$ cat src/sv/esl_pkg.sv
// esl_pkg: shared types and constants of the esc arming slew limiter
// used by esl_lane and esc_arming_slew_limiter_top, no dependencies
package esl_pkg;

  localparam int LANES    = 4;
  localparam int PULSE_W  = 11;
  localparam int THR_W    = 11;
  localparam int STEP_W   = 8;
  localparam int CFG_W    = 11;
  localparam int CFG_IDX_W = 2;

  localparam logic [THR_W-1:0]   THROTTLE_FULL = 11'd1024;
  localparam logic [PULSE_W-1:0] PULSE_LIMIT   = 11'h7FF;

  localparam logic [PULSE_W-1:0] PULSE_MIN_RST = 11'd1000;
  localparam logic [PULSE_W-1:0] PULSE_MAX_RST = 11'd2000;
  localparam logic [STEP_W-1:0]  RAMP_STEP_RST = 8'd20;
  localparam logic [STEP_W-1:0]  ARM_STEP_RST  = 8'd10;

  typedef enum logic [CFG_IDX_W-1:0] {
    REG_PULSE_MIN = 2'd0,
    REG_PULSE_MAX = 2'd1,
    REG_RAMP_STEP = 2'd2,
    REG_ARM_STEP  = 2'd3
  } cfg_reg_t;

  typedef struct packed {
    logic [PULSE_W-1:0] pulse_min;
    logic [PULSE_W-1:0] pulse_max;
    logic [STEP_W-1:0]  ramp_step;
    logic [STEP_W-1:0]  arm_step;
  } cfg_t;

  typedef struct packed {
    logic advance;
    logic actuate;
    logic armed;
  } lane_ctrl_t;

  typedef struct packed {
    logic changed;
    logic rose;
  } lane_stat_t;

endpackage

$ cat src/sv/esl_lane.sv
// esl_lane: one motor lane, holds its setpoint and computes the next one
// depends on esl_pkg
module esl_lane (
  input  logic                        clk,
  input  logic                        rst,
  input  esl_pkg::cfg_t               cfg,
  input  esl_pkg::lane_ctrl_t         ctrl,
  input  logic [esl_pkg::THR_W-1:0]   throttle,
  output logic [esl_pkg::PULSE_W-1:0] sp_next,
  output esl_pkg::lane_stat_t         stat
);
  import esl_pkg::*;

  logic [PULSE_W-1:0] setpoint;
  logic [THR_W-1:0]   thr;
  logic signed [11:0] span;
  logic signed [23:0] prod;
  logic signed [12:0] target;
  logic signed [12:0] delta;
  logic signed [12:0] rs;
  logic signed [12:0] dlim;
  logic signed [12:0] v;
  logic signed [12:0] hi;
  logic signed [12:0] lo;
  logic signed [12:0] vc;
  logic [PULSE_W:0]   arm_sum;
  logic [PULSE_W-1:0] arm_val;
  logic [PULSE_W-1:0] run_val;

  // armed path: target, signed slew clamp, range clamp
  always_comb begin
    thr    = (throttle > THROTTLE_FULL) ? THROTTLE_FULL : throttle;
    hi     = $signed({2'b00, cfg.pulse_max});
    lo     = $signed({2'b00, cfg.pulse_min});
    span   = $signed({1'b0, cfg.pulse_max}) - $signed({1'b0, cfg.pulse_min});
    prod   = span * $signed({1'b0, thr});
    target = lo + $signed(prod[22:10]);
    delta  = target - $signed({2'b00, setpoint});
    rs     = $signed({5'b00000, cfg.ramp_step});
    if (delta > rs) begin
      dlim = rs;
    end else if (delta < -rs) begin
      dlim = -rs;
    end else begin
      dlim = delta;
    end
    v = $signed({2'b00, setpoint}) + dlim;
    if (v > hi) begin
      vc = hi;
    end else if (v < lo) begin
      vc = lo;
    end else begin
      vc = v;
    end
    run_val = vc[PULSE_W-1:0];
  end

  // arming path, saturating add
  always_comb begin
    arm_sum = {1'b0, setpoint} + {{(PULSE_W+1-STEP_W){1'b0}}, cfg.arm_step};
    arm_val = arm_sum[PULSE_W] ? PULSE_LIMIT : arm_sum[PULSE_W-1:0];
  end

  always_comb begin
    stat = '0;
    priority if (!ctrl.actuate) begin
      sp_next      = '0;
      stat.changed = 1'b1;
    end else if (ctrl.armed) begin
      sp_next      = run_val;
      stat.changed = (run_val != setpoint);
    end else if (setpoint < cfg.pulse_min) begin
      sp_next      = arm_val;
      stat.changed = 1'b1;
      stat.rose    = 1'b1;
    end else begin
      sp_next = setpoint;
    end
  end

  always_ff @(posedge clk) begin
    if (rst) begin
      setpoint <= '0;
    end else if (ctrl.advance) begin
      setpoint <= sp_next;
    end
  end

endmodule

$ cat config.mk
export PLATFORM = sky130hd
export DESIGN_NAME = esl_lane
export DESIGN_NICKNAME = d
export VERILOG_FILES = /design/src/sv/esl_pkg.sv /design/src/sv/esl_lane.sv
export SDC_FILE = /design/constraint.sdc
export NUM_CORES = 1
export LEC_CHECK = 0
export BUFFER_PORTS_ARGS = -buffer_cell sky130_fd_sc_hd__buf_2
export CAP_MARGIN = 20
export CORE_ASPECT_RATIO = 1.75
export CORE_MARGIN = 4
export CORE_UTILIZATION = 65
export CTS_CLUSTER_SIZE = 10
export DETAILED_ROUTE_END_ITERATION = 8
export PLACE_DENSITY = 0.83
export SLEW_MARGIN = 10
export SYNTH_ARGS = -nofsm -noshare
export SYNTH_HDL_FRONTEND = slang
export SYNTH_SLANG_ARGS = --single-unit
$ cat constraint.sdc
create_clock -name clk -period 28.3 [get_ports clk]
set_input_delay 2.83 -clock clk [delete_from_list [all_inputs] [get_ports clk]]
set_output_delay 2.83 -clock clk [all_outputs]
set_load 0.1 [all_outputs]
==> impl_results.md, run 1 <==
- Syn_area_per_cell: 8.17 um^2
- Most used cell, CP: a21oi_1
- Clk Latency, worst-skew pair: 0.23 ns
- Total number of vias: 8619
- Final hold vios: 0
- Layout area overhead: 5.61%
- XOR/XNOR Fraction of Synth Area: 6.07%
- Worst-margin pin slew: 1.09 ns
- Final ANT Viol Nets: 0
- Top cell family by delay on the critical path: compound AO/OA/AOI/OAI gates
- Most flop-heavy register: setpoint
- Global-route wire length before repair: 44600 um
- IO Pins: 67
- I/O Buffers: 66
- Chip Height: 169 um
- WP data arrival: 19.04 ns
- Clock skew: 0.000131 ns
- Maximum number of pins on one net before global-route repair: 30
- DPL Wire Length: 24000 um
- Clk root buf: clkbuf_16
- Crit share post-route: 77.3%
- Layout cells sized above 1: 8.36%
- Simple-Gate Fraction of Synth Area: 16.3%
- Post-synth ARST share: 0%
- Critical path required time: 25.47 ns
- Clk slew on worst S/H paths: 0.04 ns
- Slew Limit Fails: 0
- Biggest regs: setpoint (11)
- Commonest cells post-synth: 222 x inv_1, 142 x ha_1, 135 x fa_1
- Post-CTS resize count: 0
- Compound-Gate Fraction of Synth Area: 15.8%
- EDFF count, synth: 0
- Post-synthesis register bit count: 11
- TNS Setup: 0 ns
- Initial antenna violation count: 0
- Max capacitance violation total: 0
- Slew headroom: 27.1%
- Core ar.: 14400 um^2
- Total GRT Usage: 33.4%
- Cell Area, Synth: 9640 um^2
- Startpoint Class: primary input
- Outcome: completed
- CTS Hold Bufs: 0
- DR pass1 iterations: 6
- Count of cell types in the netlist: 74
- Die width: 100 um
- Adder-cell share of the synthesized area: 46.7%
- Via/cell ratio: 6.15
- RSZ-0062 raised after global routing: no
- Clock Path Buffers: 2
- Buf/Inv on CP: 6
- Fmax: 0.0457 GHz
- Crit path max-delay cell type: xor2_1
- Max Fanout on Critical Path: 15
- Crit. End Element: output pin
- Number of global-route vias before repair: 9208
- Synth area leaders: fa_1 28%, ha_1 18%, inv_1 8.6%
- Starting Density: 66.7%
- Die area: 16900 um^2
- Fillers: 1183
- Hold Path Class: flip-flop to flip-flop
- Site row count: 58
- CTS Buf Count: 3
- Largest register FFs: 11
- CTS tree: done
- Top FF cell, synth: dfxtp_1
- Crit path time final: 21.87 ns
- Postcts setup bufs: 0
- Routed wire length: 27400 um
- Gp weighted congestion: 1.02
- Yosys top cell area share: 28.0%
- DRC Markers: 0
- Seq/Total Area, Yosys: 2.28%
- Multiplexer share of the synthesized area: 2.62%
- Syn Nets: 1511
- Post-synthesis cell count: 1180
- H-tree Lvls: 1
- Worst path max stage delay: 0.71 ns
- Yosys warns: 0
- Clock sink count: 11
- Wire per inst: 19.6 um
- CP Class: primary input to output pin
- Count leader, synth: inv_1
- GRT overflow: 0
- Final setup violation count: 0
- Combinational family with the most area after synthesis: adder cells
- # nets final: 1552
- Area leader, netlist: fa_1
- Number of DRC markers in iteration 0: 375
-- worst reg2reg max path, delay by kind of cell, from the launching register on --
kind / cells / cell delay (ns)
adder cells (fa/ha/maj): 5 / 2.05
buffers and inverters: 1 / 0.18
AND/OR/NAND/NOR: 6 / 1.76
multiplexers: 3 / 0.92
XOR/XNOR: 3 / 0.55
AO/OA/AOI/OAI: 18 / 3.81
flip-flops: 1 / 0.62
-- final timing paths --
path	from	to	slack, ns	cells past startpoint
setup reg to reg	setpoint[1]$_SDFFE_PP0P_	setpoint[5]$_SDFFE_PP0P_	18.29	36
hold reg to reg	setpoint[10]$_SDFFE_PP0P_	setpoint[10]$_SDFFE_PP0P_	0.67	2
setup / recovery	cfg[28]	stat[1]	6.43	65
hold / removal	setpoint[10]$_SDFFE_PP0P_	setpoint[10]$_SDFFE_PP0P_	0.67	2
-- metal layers --
metal | track usage (%) | routed length [um] | up-vias
li1 | - | - | 3968
met1 | 33.0 | 8800 | 4120
met2 | 62.7 | 14700 | 369
met3 | 2.93 | 1250 | 162
met4 | 25.1 | 2650 | 0
met5 | 0 | 0 | -
-- through the flow --
stage / setup slack, ns / hold slack [ns] / util (%) / instances / instance area (um^2)
4_1_cts: 6.52 / 0.641 / 70.4 / 1398 / 10200
3_3_place_gp: 6.74 / 0.642 / 69.8 / 1394 / 10100
5_1_grt: 5.37 / 0.674 / 70.5 / 1400 / 10200
6_report: 6.43 / 0.668 / 70.5 / 1401 / 10200
2_1_floorplan: 7.30 / 0.520 / - / 1180 / 9640
3_5_place_dp: 6.56 / 0.634 / 69.8 / 1394 / 10100
-- cells in the final DEF (no fill, tap or decap), types with 4 or more instances in the layout --
| master | netlist | routed |
|---|---|---|
| nor4_1 | 7 | 7 |
| xnor2_1 | 42 | 42 |
| nor2_1 | 58 | 58 |
| fa_1 | 135 | 135 |
| a41oi_1 | 4 | 4 |
| nand2_1 | 113 | 113 |
| buf_4 | 0 | 8 |
| o21bai_1 | 13 | 13 |
| or2_2 | 5 | 5 |
| nand4_1 | 10 | 10 |
| inv_1 | 222 | 222 |
| a21o_1 | 33 | 33 |
| nand3_1 | 9 | 9 |
| o31ai_1 | 12 | 12 |
| a221oi_1 | 4 | 4 |
| nor2b_1 | 22 | 22 |
| a31oi_1 | 6 | 6 |
| o21ai_0 | 29 | 29 |
| a21oi_1 | 63 | 63 |
| buf_2 | 5 | 66 |
| ha_1 | 142 | 142 |
| mux2i_1 | 17 | 17 |
| dfxtp_1 | 11 | 11 |
| o211ai_1 | 7 | 7 |
| a211oi_1 | 7 | 7 |
| xor2_1 | 23 | 23 |
| and3_1 | 5 | 5 |
| and2_1 | 23 | 23 |
| nand2b_1 | 23 | 23 |
| o21ai_1 | 7 | 7 |
| o21a_1 | 9 | 9 |
| nor3_1 | 14 | 14 |
-- logic make-up after synthesis --
| group | after synthesis |
|---|---|
| DFF | 11 |
| muxes | 24 |
| xor gates and xnor gates | 66 |
| buffers and inverters | 260 |
| adders and majority gates | 279 |
| AOI/OAI and AO/OA | 226 |
| and+or+nand+nor | 314 |
-- final cells by class --
type                            instances  area, um^2  share of cell area (%)
Antenna cell                            1        2.50                  0.0246
Clock buffer                            4        78.8                   0.774
Inverter                              222         833                    8.19
Multi-Input combinational cell        909        8430                    82.8
Sequential cell                        11         220                    2.16
Tap cell                              180         225                    2.21
Timing Repair Buffer                   74         390                    3.83
Power of run 1 is not shown: default switching activity piles up to over one toggle a cycle in this logic, so the estimate is an artifact.
==> run 2: changes to the inputs <==
--- a/config.mk
+++ b/config.mk
@@ -9,10 +9,10 @@
 export CAP_MARGIN = 20
 export CORE_ASPECT_RATIO = 1.75
 export CORE_MARGIN = 4
-export CORE_UTILIZATION = 65
+export CORE_UTILIZATION = 58
 export CTS_CLUSTER_SIZE = 10
 export DETAILED_ROUTE_END_ITERATION = 8
-export PLACE_DENSITY = 0.83
+export PLACE_DENSITY = 0.78
 export SLEW_MARGIN = 10
 export SYNTH_ARGS = -nofsm -noshare
 export SYNTH_HDL_FRONTEND = slang
==> constraint.sdc (replaced) <==
create_clock -name clk -period 18.7 [get_ports clk]
set_input_delay 1.87 -clock clk [delete_from_list [all_inputs] [get_ports clk]]
set_output_delay 1.87 -clock clk [all_outputs]
set_load 0.1 [all_outputs]
==> run 2 against run 1 <==
  * Final area is 11% higher
  * Clock skew grew 0.0033 ns
  * Hold slack lost 0.069 ns
  * Sequential share of layout area fell by 0.21 points
  * Global-route usage fell by 2.7 points
  * Non-clock buffer count is 54 higher
  * Final cell count grew 6.9%
  * Via count increased by 2.5%
  * Register-to-register slack worse by 9.1 ns
  * Setup slack got worse by 5.9 ns
  * Largest cell class unchanged
  * Highest routed layer unchanged
==> impl_results.md, run 2 (same netlist as run 1, synthesis figures left out) <==
- Outcome: completed
- Clock sink count: 11
- Die width: 105 um
- Buf/Inv on CP: 12
- Hold Path Depth: 2
- Final core utilization: 68.8%
- Design Area, Final: 11300 um^2
- Crit path max-delay cell type: or4_4
- Via/cell ratio: 5.90
- Top cell family by delay on the critical path: adder cells
- Total number of vias: 8836
- I/O Buffers: 66
- Worst-margin pin slew: 1.22 ns
- Number of global-route vias before repair: 9207
- Crit. End Element: output pin
- Clk Latency, worst-skew pair: 0.24 ns
- Final setup violation count: 0
- Dpl cells: 1465
- Initial antenna violation count: 0
- Number of DRC markers in iteration 0: 337
- Wire per inst: 19.5 um
- CTS Buf Count: 3
- Final ANT Viol Nets: 0
- GRT overflow: 0
- # nets final: 1606
- Most frequent cells in the layout: 219 x inv_1, 132 x fa_1, 132 x ha_1
- DPL Wire Length: 24500 um
- CP Class: primary input to output pin
- Most flop-heavy register: setpoint
- Critical path required time: 16.83 ns
- Total GRT Usage: 30.7%
- Stages on the worst setup path: 70
- Core ar.: 16400 um^2
- Layout cells sized above 1: 17.6%
- Crit share post-route: 97.1%
- Final hold vios: 0
- Startpoint Class: primary input
- DRC Markers: 0
- Fillers: 1361
- Chip Height: 179 um
- Worst path max stage delay: 0.54 ns
- Fmax: 0.0551 GHz
- Maximum number of pins on one net before global-route repair: 30
- H-tree Lvls: 1
- Site row count: 62
- Dpl cell area: 10600 um^2
- Biggest regs: setpoint (11)
- Max Fanout on Critical Path: 7
- Clock Path Buffers: 2
- Starting Density: 58.9%
- Layout area overhead: 16.9%
- IO Pins: 67
- Clk slew on worst S/H paths: 0.04 ns
- Routed wire length: 29200 um
- Final std cells w/o fill: 1498
- Gp weighted congestion: 1.03
- Max capacitance violation total: 0
- Slew headroom: 17.7%
- Hold Path Class: flip-flop to flip-flop
- Largest register FFs: 11
- Die area: 18800 um^2
- Reg2Reg Depth: 38
- Antenna diode count: 0
- Clk root buf: clkbuf_16
- Leading cell type in the layout, fill and taps excluded: inv_1
- Slew Limit Fails: 0
- Clock skew: 0.00343 ns
- Crit path time final: 18.15 ns
- Global-route wire length before repair: 45500 um
- CTS tree: done
- DR pass1 iterations: 5
- WP data arrival: 16.28 ns
run 2: tightest hold or removal path, stage by stage, from the launching register on:
cell	delay, ns
dfxtp_1	0.39
nand2b_1	0.11
a21oi_1	0.05
run 2: path summary, 6_finish.rpt:
path	start	end	slack [ns]
max	cfg[16]	stat[1]	0.55
min	setpoint[10]$_SDFFE_PP0P_	setpoint[10]$_SDFFE_PP0P_	0.60
max reg2reg	setpoint[1]$_SDFFE_PP0P_	setpoint[6]$_SDFFE_PP0P_	9.23
min reg2reg	setpoint[10]$_SDFFE_PP0P_	setpoint[10]$_SDFFE_PP0P_	0.60
run 2: per-stage QoR:
step	worst slack [ns]	setup TNS (ns)	hold WS (ns)
6_report	0.551	0	0.599
3_3_place_gp	0.285	0	0.593
3_5_place_dp	0.0361	0	0.585
2_1_floorplan	0.0806	0	0.520
5_1_grt	-0.240	-0.328	0.650
4_1_cts	0.0161	0	0.591
run 2: what timing repair did:
| item | 4_1_cts | 5_1_grt |
|---|---|---|
| endpoints found under the setup margin | 1 | 12 |
| cloned | 0 | 1 |
| resized for setup | 1 | 76 |
| hold buffers | 0 | 0 |
| pin swaps | 0 | 40 |
| setup buffers | 0 | 28 |
run 2: per-layer routing:
layer	share of wire (%)	wire (um)	vias to the layer above	global-route usage, %
li1	-	-	4081	-
met1	32	9320	4263	29.9
met2	53	15600	335	58.5
met3	4.2	1220	157	2.57
met4	10	3060	0	24.4
met5	0	0	-	0
run 2: layout make-up:
| type | count | area [um^2] | area share, % |
|---|---|---|---|
| clock buffers | 3 | 75.1 | 0.666 |
| clock inverters | 1 | 5.00 | 0.0444 |
| multi-input cells | 909 | 8860 | 78.7 |
| repair buffers | 128 | 986 | 8.75 |
| inverters | 222 | 837 | 7.43 |
| flip-flops and latches | 11 | 220 | 1.95 |
| well taps | 224 | 280 | 2.49 |
Power of run 2 is left out for the same reason.
==> run 3: changes to the inputs <==
--- a/config.mk
+++ b/config.mk
@@ -6,8 +6,7 @@
 export NUM_CORES = 1
 export LEC_CHECK = 0
 export BUFFER_PORTS_ARGS = -buffer_cell sky130_fd_sc_hd__buf_2
-export CAP_MARGIN = 20
-export CORE_ASPECT_RATIO = 1.75
+export CAP_MARGIN = 0
 export CORE_MARGIN = 4
 export CORE_UTILIZATION = 58
 export CTS_CLUSTER_SIZE = 10
==> run 3 against run 2 <==
  * Count of clock-buffer cells in the layout up 1
  * Utilization up 1.5 points
  * Non-clock buffer count up 13
  * Register-to-register slack better by 0.22 ns
  * Sequential cell count unchanged
  * Fmax up 0.17%
  * Die area down 0.43%
  * Setup slack better by 0.031 ns
  * Largest cell class unchanged
  * Highest routed layer unchanged
==> impl_results.md, run 3 (same netlist as run 1, synthesis figures left out) <==
- Outcome: completed
- Final setup violation count: 0
- Final hold vios: 0
- Clk Latency, worst-skew pair: 0.24 ns
- Initial antenna violation count: 0
- Clk slew on worst S/H paths: 0.04 ns
- Antenna diode count: 0
- Clk root buf: clkbuf_16
- Number of global-route vias before repair: 8874
- Crit share post-route: 96.9%
- Reg2Reg Depth: 40
- Crit. End Element: output pin
- Max capacitance violation total: 0
- Layout area overhead: 17.1%
- Crit path max-delay cell type: or4_4
- # nets final: 1620
- Gp weighted congestion: 0.976
- Maximum number of pins on one net before global-route repair: 30
- Wire per inst: 17.7 um
- Top cell family by delay on the critical path: adder cells
- IO Pins: 67
- CTS Hold Bufs: 0
- Site row count: 46
- Clock Path Buffers: 2
- Total number of vias: 8788
- Dpl cell area: 10700 um^2
- Design Area, Final: 11300 um^2
- R2r startpoint: setpoint[1]$_SDFFE_PP0P_
- GRT overflow: 0
- Fillers: 1238
- Fmax: 0.0552 GHz
- Hold_sp: setpoint[10]$_SDFFE_PP0P_
- Routed wire length: 26700 um
- Min-Delay Endpoint: setpoint[10]$_SDFFE_PP0P_
- Core ar.: 16100 um^2
- DRC Markers: 0
- Seq. cell area: 220 um^2
- Hold Path Depth: 2
- Max Fanout on Critical Path: 7
- CP Class: primary input to output pin
- Hold Path Class: flip-flop to flip-flop
- Chip Height: 137 um
- Most frequent cells in the layout: 220 x inv_1, 133 x fa_1, 133 x ha_1
- Reg2Reg Setup Slack: 9.45 ns
- Buf/Inv on CP: 14
- Clock sink count: 11
- Worst-margin pin slew: 1.26 ns
- Most used cell, CP: buf_4
- Die width: 137 um
- Slew Limit Fails: 0
- Total GRT Usage: 28.6%
- Via/cell ratio: 5.84
- Leading cell type in the layout, fill and taps excluded: inv_1
- Clock skew: 0.00418 ns
- DR pass1 iterations: 8
- WP data arrival: 16.25 ns
- Most flop-heavy register: setpoint
- H-tree Lvls: 1
- Startpoint Class: primary input
- Multi-input gate area: 8780 um^2
- Critical path required time: 16.83 ns
- Layout cells sized above 1: 17.8%
- Global-route wire length before repair: 42900 um
- DPL Wire Length: 22100 um
- Die area: 18700 um^2
- Number of DRC markers in iteration 0: 736
- Final ANT Viol Nets: 0
- CTS Buf Count: 3
- Reg2reg end: setpoint[5]$_SDFFE_PP0P_
- CTS tree: done
- TNS Setup: 0 ns
- I/O Buffers: 66
- Slew headroom: 15.5%
- Worst path max stage delay: 0.54 ns
- Biggest regs: setpoint (11)
- Crit path time final: 18.12 ns
- Starting Density: 60.0%
- Largest register FFs: 11
-- run 3: stage by stage --
stage / worst slack, ns / utilization (%) / instances / hold slack (ns)
after floorplan: 0.0806 / - / 1180 / 0.520
after global placement: 0.405 / 66.7 / 1477 / 0.603
after detailed placement: 0.0901 / 66.7 / 1477 / 0.608
after CTS: 0.0652 / 67.2 / 1481 / 0.614
after global routing: -0.182 / 70.3 / 1504 / 0.669
final: 0.582 / 70.3 / 1504 / 0.627
-- run 3: repair_timing --
item / 4_1_cts / 5_1_grt
setup buffers: 0 / 22
endpoints found under the setup margin: 0 / 12
resized for setup: 0 / 73
-- run 3: final cells by class --
| class | count | share of cell area (%) |
|---|---|---|
| well taps | 216 | 2.39 |
| multi-input cells | 910 | 77.8 |
| repair buffers | 141 | 9.73 |
| inverters | 222 | 7.42 |
| clock buffers | 4 | 0.698 |
| flip-flops and latches | 11 | 1.95 |
-- run 3: how the worst max path moves through the flow --
stage             from      end  slack (ns)  cells after the start
2_1_floorplan  cfg[16]  stat[1]        0.08                     68
3_3_place_gp   cfg[16]  stat[1]        0.40                     72
3_5_place_dp   cfg[16]  stat[1]        0.09                     68
4_1_cts        cfg[16]  stat[1]        0.07                     68
5_1_grt        cfg[16]  stat[1]       -0.18                     70
6_report       cfg[16]  stat[1]        0.58                     67
-- run 3: tightest hold or removal path: cells and delay by family, from the launching register on --
family	cells	cell delay (ns)
AND/OR/NAND/NOR	1	0.12
flip-flops	1	0.41
AO/OA/AOI/OAI	1	0.05
-- run 3: per-layer routing --
metal	vias to the layer above	global-route usage, %	wire, um
met3	87	2.87	2070
met4	0	7.65	993
met5	-	0	0
li1	4106	-	-
met2	388	48.2	12600
met1	4207	39.6	11000
Power of run 3 is left out for the same reason.
